## src/rtl/lzwd_pkg.sv

```systemverilog
// Shared types and constants of the LZ window decompressor.
package lzwd_pkg;

  localparam int unsigned HistDepth = 4096;
  localparam int unsigned HistAw    = $clog2(HistDepth);

  localparam int unsigned SrcW  = 17;
  localparam int unsigned CapW  = 21;
  localparam int unsigned CfgDw = 21;

  // Configuration register indexes
  localparam logic CFG_SOURCE_SIZE   = 1'b0;
  localparam logic CFG_DEST_CAPACITY = 1'b1;

  localparam logic [SrcW-1:0] SRC_SIZE_RST = 17'd2;

  // Error codes; the code field reads zero for non-error results
  localparam logic [2:0] ERR_NONE     = 3'd0;
  localparam logic [2:0] ERR_HEADER   = 3'd0;
  localparam logic [2:0] ERR_LITERAL  = 3'd1;
  localparam logic [2:0] ERR_TRUNC    = 3'd2;
  localparam logic [2:0] ERR_DISTANCE = 3'd3;
  localparam logic [2:0] ERR_COPY     = 3'd4;

  localparam logic [4:0] MIN_MATCH = 5'd3;

  typedef enum logic [1:0] {
    KIND_BYTE = 2'd0,
    KIND_DONE = 2'd1,
    KIND_ERR  = 2'd2
  } kind_e;

  typedef struct packed {
    logic [7:0] data_byte;
    logic       first_byte;
  } in_t;

  typedef struct packed {
    kind_e           kind;
    logic [2:0]      error_code;
    logic [7:0]      out_byte;
    logic [CapW-1:0] out_total;
    logic            run_last;
  } out_t;

endpackage

```

## src/rtl/lzwd_out_reg.sv

```systemverilog
// Output register that holds a result beat until the consumer takes it.
module lzwd_out_reg (
  input  logic           clk_i,
  input  logic           rst_ni,
  input  logic           load_i,
  input  lzwd_pkg::out_t data_i,
  input  logic           stall_i,
  output logic           free_o,
  output logic           valid_o,
  output lzwd_pkg::out_t data_o
);

  logic           valid_q, valid_d;
  lzwd_pkg::out_t data_q;

  assign free_o  = !valid_q || !stall_i;
  assign valid_d = load_i || (valid_q && stall_i);

  always_ff @(posedge clk_i or negedge rst_ni) begin
    if (!rst_ni) begin
      valid_q <= 1'b0;
    end else begin
      valid_q <= valid_d;
    end
  end

  always_ff @(posedge clk_i) begin
    if (load_i) begin
      data_q <= data_i;
    end
  end

  assign valid_o = valid_q;
  assign data_o  = data_q;

endmodule

```

## config.mk

```make
export PLATFORM = sky130hd
export DESIGN_NAME = lzwd_out_reg
export DESIGN_NICKNAME = d
export VERILOG_FILES = /design/src/rtl/lzwd_pkg.sv /design/src/rtl/lzwd_out_reg.sv
export SDC_FILE = /design/constraint.sdc
export NUM_CORES = 1
export LEC_CHECK = 0
export CELL_PAD_IN_SITES_DETAIL_PLACEMENT = 1
export CELL_PAD_IN_SITES_GLOBAL_PLACEMENT = 1
export CORE_MARGIN = 2
export CORE_UTILIZATION = 27
export CTS_CLUSTER_DIAMETER = 100
export DETAILED_ROUTE_END_ITERATION = 8
export DONT_BUFFER_PORTS = 1
export MAX_ROUTING_LAYER = met4
export PLACE_DENSITY = 0.6
export SKIP_LAST_GASP = 1
export SYNTH_ARGS = -nofsm -noshare
export SYNTH_HDL_FRONTEND = slang
export SYNTH_SLANG_ARGS = --single-unit
export TNS_END_PERCENT = 50
```

## constraint.sdc

```tcl
create_clock -name clk_i -period 0.8 [get_ports clk_i]
set_input_delay 0.16 -clock clk_i [delete_from_list [all_inputs] [get_ports clk_i]]
set_output_delay 0.16 -clock clk_i [all_outputs]
set_load 0.05 [all_outputs]
```

==> results of run 1 <==
-- flip-flops by register name (all words and copies together) (netlist names) --
signal   count
data_o      35
valid_o      1
-- final cells by class --
type,count,area (sq um),share of cell area
well taps,50,62.56,0.02674
clock buffers,8,100.1,0.04278
repair buffers,72,1081,0.4620
flip-flops and latches,36,1077,0.4604
multi-input cells,2,18.77,0.008021
-- cells in the final DEF, fill, tap and decap left out --
cell           synthesis  routed
nand2_4                0       1
clkbuf_8               0       7
a21o_1                 1       1
dfrtp_2                0       1
clkbuf_1               0       1
edfxtp_1              35      35
dlygate4sd3_1          0      36
buf_12                 0      36
-- power breakdown --
group / switching (W) / internal [W]
clock network: 0.000596 / 0.000785
logic: 0.000617 / 0.000645
registers: 0.000128 / 0.00224
-- path summary, 6_finish.rpt --
| path | depth (start not counted) | slack [ns] | endpoint | startpoint |
|---|---|---|---|---|
| setup / recovery | 1 | -0.27 | free_o | valid_o |
| hold / removal | 0 | -0.01 | data_o[17] | load_i |
| setup reg to reg | 1 | 0.02 | valid_o | valid_o |
| hold reg to reg | 1 | 0.62 | valid_o | valid_o |
| max in group asynchronous | 1 | 0.60 | valid_o | rst_ni |
| min in group asynchronous | 1 | 0.09 | valid_o | rst_ni |
-- cells by family after synthesis --
family	count (synthesis)
AOI/OAI and AO/OA	1
DFF	36
and+or+nand+nor	1
-- metal layers --
| layer | vias to the layer above | track usage | share of wire |
|---|---|---|---|
| met2 | 47 | 0.2684 | 0.57 |
| met5 | - | - | 0 |
| li1 | 309 | - | - |
| met4 | 0 | 0.07653 | 0.018 |
| met1 | 311 | 0.1623 | 0.34 |
| met3 | 6 | 0.04667 | 0.066 |
-- per-stage QoR --
step                      hold slack [ns]  std cells  cell area [sq um]
after floorplan                   -0.1356         38               1096
after global placement            -0.1356        124               1879
after detailed placement          -0.1356        124               1879
after CTS                        -0.02637        168               2340
after global routing             -0.02697        168               2340
final                            -0.01402        168               2340
-- what timing repair did --
item                                    CTS  global route
endpoints found under the setup margin   37            38
setup buffers                             0             0
endpoints found under the hold margin    72            35
==> out/metrics.yaml, run 1 <==
power_and_ir_drop:
  peakVddDrop_uv: 1479
  total_power_w: 0.005014
  p_leak_nw: 0.9050
  cellPowerDensity_mw_per_mm2: 2143
sta:
  timing.fmax_ghz: 0.9321
  finClkSkew_ns: 0
  setup_slack_ns: -0.2728
  relSlewSlack: 0.8881
  rsz0062_at_grt: "true"
  maxSlewViolCount: 0
  holdWs_ns: -0.01402
  setup_viol: 37
  setup_tns_ns: -8.700
  tightest_slew_ns: 0.1676
  period_share: 1.341
  layout_min_cycle_time_ns: 1.073
  finalHoldViolCount: 14
logic_synthesis:
  synth_xor_area_frac: 0
  synthAdderAreaFrac: 0
  yosys-top-cells-count: "edfxtp_1, a21o_1, dfrtp_1, nand2_1"
  ys_seq_elements: 36
  ys_types: 4
  synth_top_family_by_area: "compound AO/OA/AOI/OAI gates"
  dominantRegCellSynth: "edfxtp_1"
  yosys.area_share.simple: 0.003452
  syn_area_per_cell_sq_um: 28.61
  synth_edf_count: 35
  yosysWarnings: 0
  synth_top_area_cell: "edfxtp_1"
  synth_nets: 77
  netlist_instances: 38
  yosysMostFrequentCell: "edfxtp_1"
  netlist_top_cells_area: "edfxtp_1, dfrtp_1, a21o_1"
  synthMuxAreaShare: 0
  syn-cell-area_sq_mm: 0.001087
  seq_area_frac_synth: 0.9896
  synth.top_cell.area_share: 0.9666
  async_flop_share: 0.02778
  synth_compound_area_frac: 0.006904
routing:
  dr.pass1.iters: 4
  drc_errors: 0
  post_drt_via_cell_ratio: 4.006
  initialDrtViolationCount: 7
  vias: 673
  ant_nets: 0
  detail_route.wl_per_cell_um: 17.86
  drt_wl_total_um: 3000
floorplan:
  die-area_sq_mm: 0.004551
  die_height_um: 67.46
  start_util: 0.2758
  die_x_um: 67.46
  core_sq_mm: 0.003943
  io_pins: 76
  rows: 23
setup_path:
  path_cells: "nand2_4"
  crit_buf_inv: 0
  slowest_stage: "dfrtp_2"
  cpPeakStageDelay_ns: 0.46
  end_kind: "output pin"
  crit_type: "flip-flop to output pin"
  crit_path_max_fanout: 3
  startpoint_type: "flip-flop"
  worstPathRequired_ns: 0.64
  cp.arrival_ns: 0.91
  crit_family: "flip-flops"
grt:
  first_global_vias: 838
  grt_usage: 0.1563
  grt_pass1_wl_um: 4498
  antenna_found_initial: 0
  overflow: 0
  grt_max_degree: 37
min_path:
  worstHoldPathType: "primary input to flip-flop"
clocking:
  clk_latency_ns: 0.28
  ctsHoldBuffers: 36
  cts-resized-gates: 0
  path_clk_slew_ns: 0.06
  htreeDepth: 2
  clockRootBuffer: "clkbuf_8"
  cts_made_buffers: 5
  cts_tree: "built"
  clockBufferDepth: 2
  cts.sinks: 36
cells_and_area:
  synthToLayoutAreaGrowth_pct: 115.2
  drive_gt1_frac: 0.3814
  nFillCells: 337
  diodes: 0
  nets: 156
  final_util: 0.5935
placed_design:
  pre_cts_ws_ns: 0.04781
  io_buffers: 0
  routabilityCongestion: 0.6573
job:
  maxCapViolCount: 0
status:
  violations: "negative hold slack, negative setup slack"
  status: "finished, violations left"
No activity file was read; power rests on OpenSTA's default activity.
==> inputs of run 2 (changes only) <==
--- a/config.mk
+++ b/config.mk
@@ -5,6 +5,7 @@
 export SDC_FILE = /design/constraint.sdc
 export NUM_CORES = 1
 export LEC_CHECK = 0
+export ABC_CLOCK_PERIOD_IN_PS = 800
 export CELL_PAD_IN_SITES_DETAIL_PLACEMENT = 1
 export CELL_PAD_IN_SITES_GLOBAL_PLACEMENT = 1
 export CORE_MARGIN = 2
@@ -13,7 +14,7 @@
 export DETAILED_ROUTE_END_ITERATION = 8
 export DONT_BUFFER_PORTS = 1
 export MAX_ROUTING_LAYER = met4
-export PLACE_DENSITY = 0.6
+export PLACE_DENSITY_LB_ADDON = 0.2
 export SKIP_LAST_GASP = 1
 export SYNTH_ARGS = -nofsm -noshare
 export SYNTH_HDL_FRONTEND = slang
==> out/metrics.yaml, run 2 (same netlist as run 1, synthesis figures left out) <==
status:
  status: "finished, violations left"
  violations: "negative hold slack, negative setup slack"
routing:
  drt_wl_total_um: 2844
  dr.pass1.iters: 3
  post_drt_via_cell_ratio: 3.976
  met1Wirelength_um: 911
  initialDrtViolationCount: 17
  top_layer: "met3"
  drc_errors: 0
  detail_route.wl_per_cell_um: 16.93
  wl_met3_um: 248
  wl_met2_um: 1684
  vias: 668
  ant_nets: 0
setup_path:
  path_cells: "buf_12"
  crit_path_max_fanout: 1
  worstPathRequired_ns: 0.64
  startpoint_type: "flip-flop"
  end_kind: "output pin"
  cpPeakStageDelay_ns: 0.45
  slowest_stage: "edfxtp_1"
  crit_type: "flip-flop to output pin"
  crit_buf_inv: 1
  crit_family: "flip-flops"
  cp.arrival_ns: 0.91
power_and_ir_drop:
  peakVddDrop_uv: 1418
  cellPowerDensity_mw_per_mm2: 2198
  p_leak_nw: 0.9076
cells_and_area:
  largest_reg_flops: 35
  drive_gt1_frac: 0.3898
  nets: 156
  synthToLayoutAreaGrowth_pct: 116.2
  final_cell_mix: "dlygate4sd3_1, buf_12, edfxtp_1"
  diodes: 0
  stdcell_count: 168
  final_cell_area_sq_mm: 0.002351
floorplan:
  die_x_um: 67.46
  core_sq_mm: 0.003943
  io_pins: 76
  start_util: 0.2758
  die-area_sq_mm: 0.004551
  die_height_um: 67.46
  rows: 23
min_path:
  worstHoldPathType: "primary input to flip-flop"
sta:
  holdWs_ns: -0.006250
  maxSlewViolCount: 0
  layout_min_cycle_time_ns: 1.073
  setup_slack_ns: -0.2729
  finalHoldViolCount: 5
  relSlewSlack: 0.8890
  period_share: 1.341
  finClkSkew_ns: 0
  rsz0062_at_grt: "true"
  tightest_slew_ns: 0.1668
  setup_viol: 37
  timing.fmax_ghz: 0.9321
placed_design:
  routabilityCongestion: 0.5909
  dp_cells: 124
  dpl.hpwl_um: 1953
  io_buffers: 0
  placed_area_sq_mm: 0.001879
grt:
  antenna_found_initial: 0
  grt_pass1_wl_um: 4160
  grt_usage: 0.1353
  grt_max_degree: 37
  first_global_vias: 777
  overflow: 0
clocking:
  post-cts-setup-buffer-count: 0
  clockRootBuffer: "clkbuf_8"
  cts_made_buffers: 5
  cts.sinks: 36
  htreeDepth: 2
  clockBufferDepth: 2
  cts-resized-gates: 0
  ctsHoldBuffers: 36
  cts_tree: "built"
  clk_latency_ns: 0.27
  path_clk_slew_ns: 0.07
job:
  maxCapViolCount: 0
[run 2: cell types whose count changed in the layout (fill, tap and decap cells not counted), sizes merged]
cell and delta:
clkbuf -3, bufinv +1, clkinv +1, clkinvlp +1
[run 2: report_power, final]
| group | total (W) | switching [W] | internal (W) |
|---|---|---|---|
| clock | 0.00154 | 0.000616 | 0.000921 |
| sequential | 0.00237 | 0.000128 | 0.00224 |
| combinational | 0.00126 | 0.000615 | 0.000644 |
[run 2: worst paths after layout]
check / end / cells after the start / slack, ns / startpoint
setup / recovery: data_o[2] / 1 / -0.27 / data_o[2]
hold / removal: data_o[30] / 0 / -0.006 / load_i
setup reg to reg: valid_o / 1 / 0.05 / valid_o
hold reg to reg: valid_o / 1 / 0.58 / valid_o
max in group asynchronous: valid_o / 1 / 0.60 / rst_ni
min in group asynchronous: valid_o / 1 / 0.09 / rst_ni
[run 2: cell type report]
type,count,area (sq um)
Clock buffer,5,68.82
Fill cell,341,1592
Tap cell,50,62.56
Timing Repair Buffer,72,1081
Multi-Input combinational cell,2,18.77
Sequential cell,36,1077
Clock inverter,3,42.54
[run 2: routing by layer]
| layer | vias to the layer above | GRT usage |
|---|---|---|
| li1 | 308 | - |
| met1 | 326 | 0.1447 |
| met2 | 34 | 0.2377 |
| met3 | 0 | 0.06000 |
| met4 | 0 | 0.01531 |
| met5 | - | - |
[run 2: per-stage QoR]
step	utilization	hold WS (ns)	power (W)	TNS [ns]	setup slack, ns
after CTS	0.5963	-0.02312	0.005224	-8.906	-0.2794
after floorplan	-	-0.1356	0.002859	-0.09646	-0.06251
after detailed placement	0.4767	-0.1355	0.003537	0	0.04269
final	0.5963	-0.006250	0.005168	-8.441	-0.2729
after global routing	0.5963	-0.02445	0.005333	-9.552	-0.2901
after global placement	0.4767	-0.1355	0.003523	0	0.05962
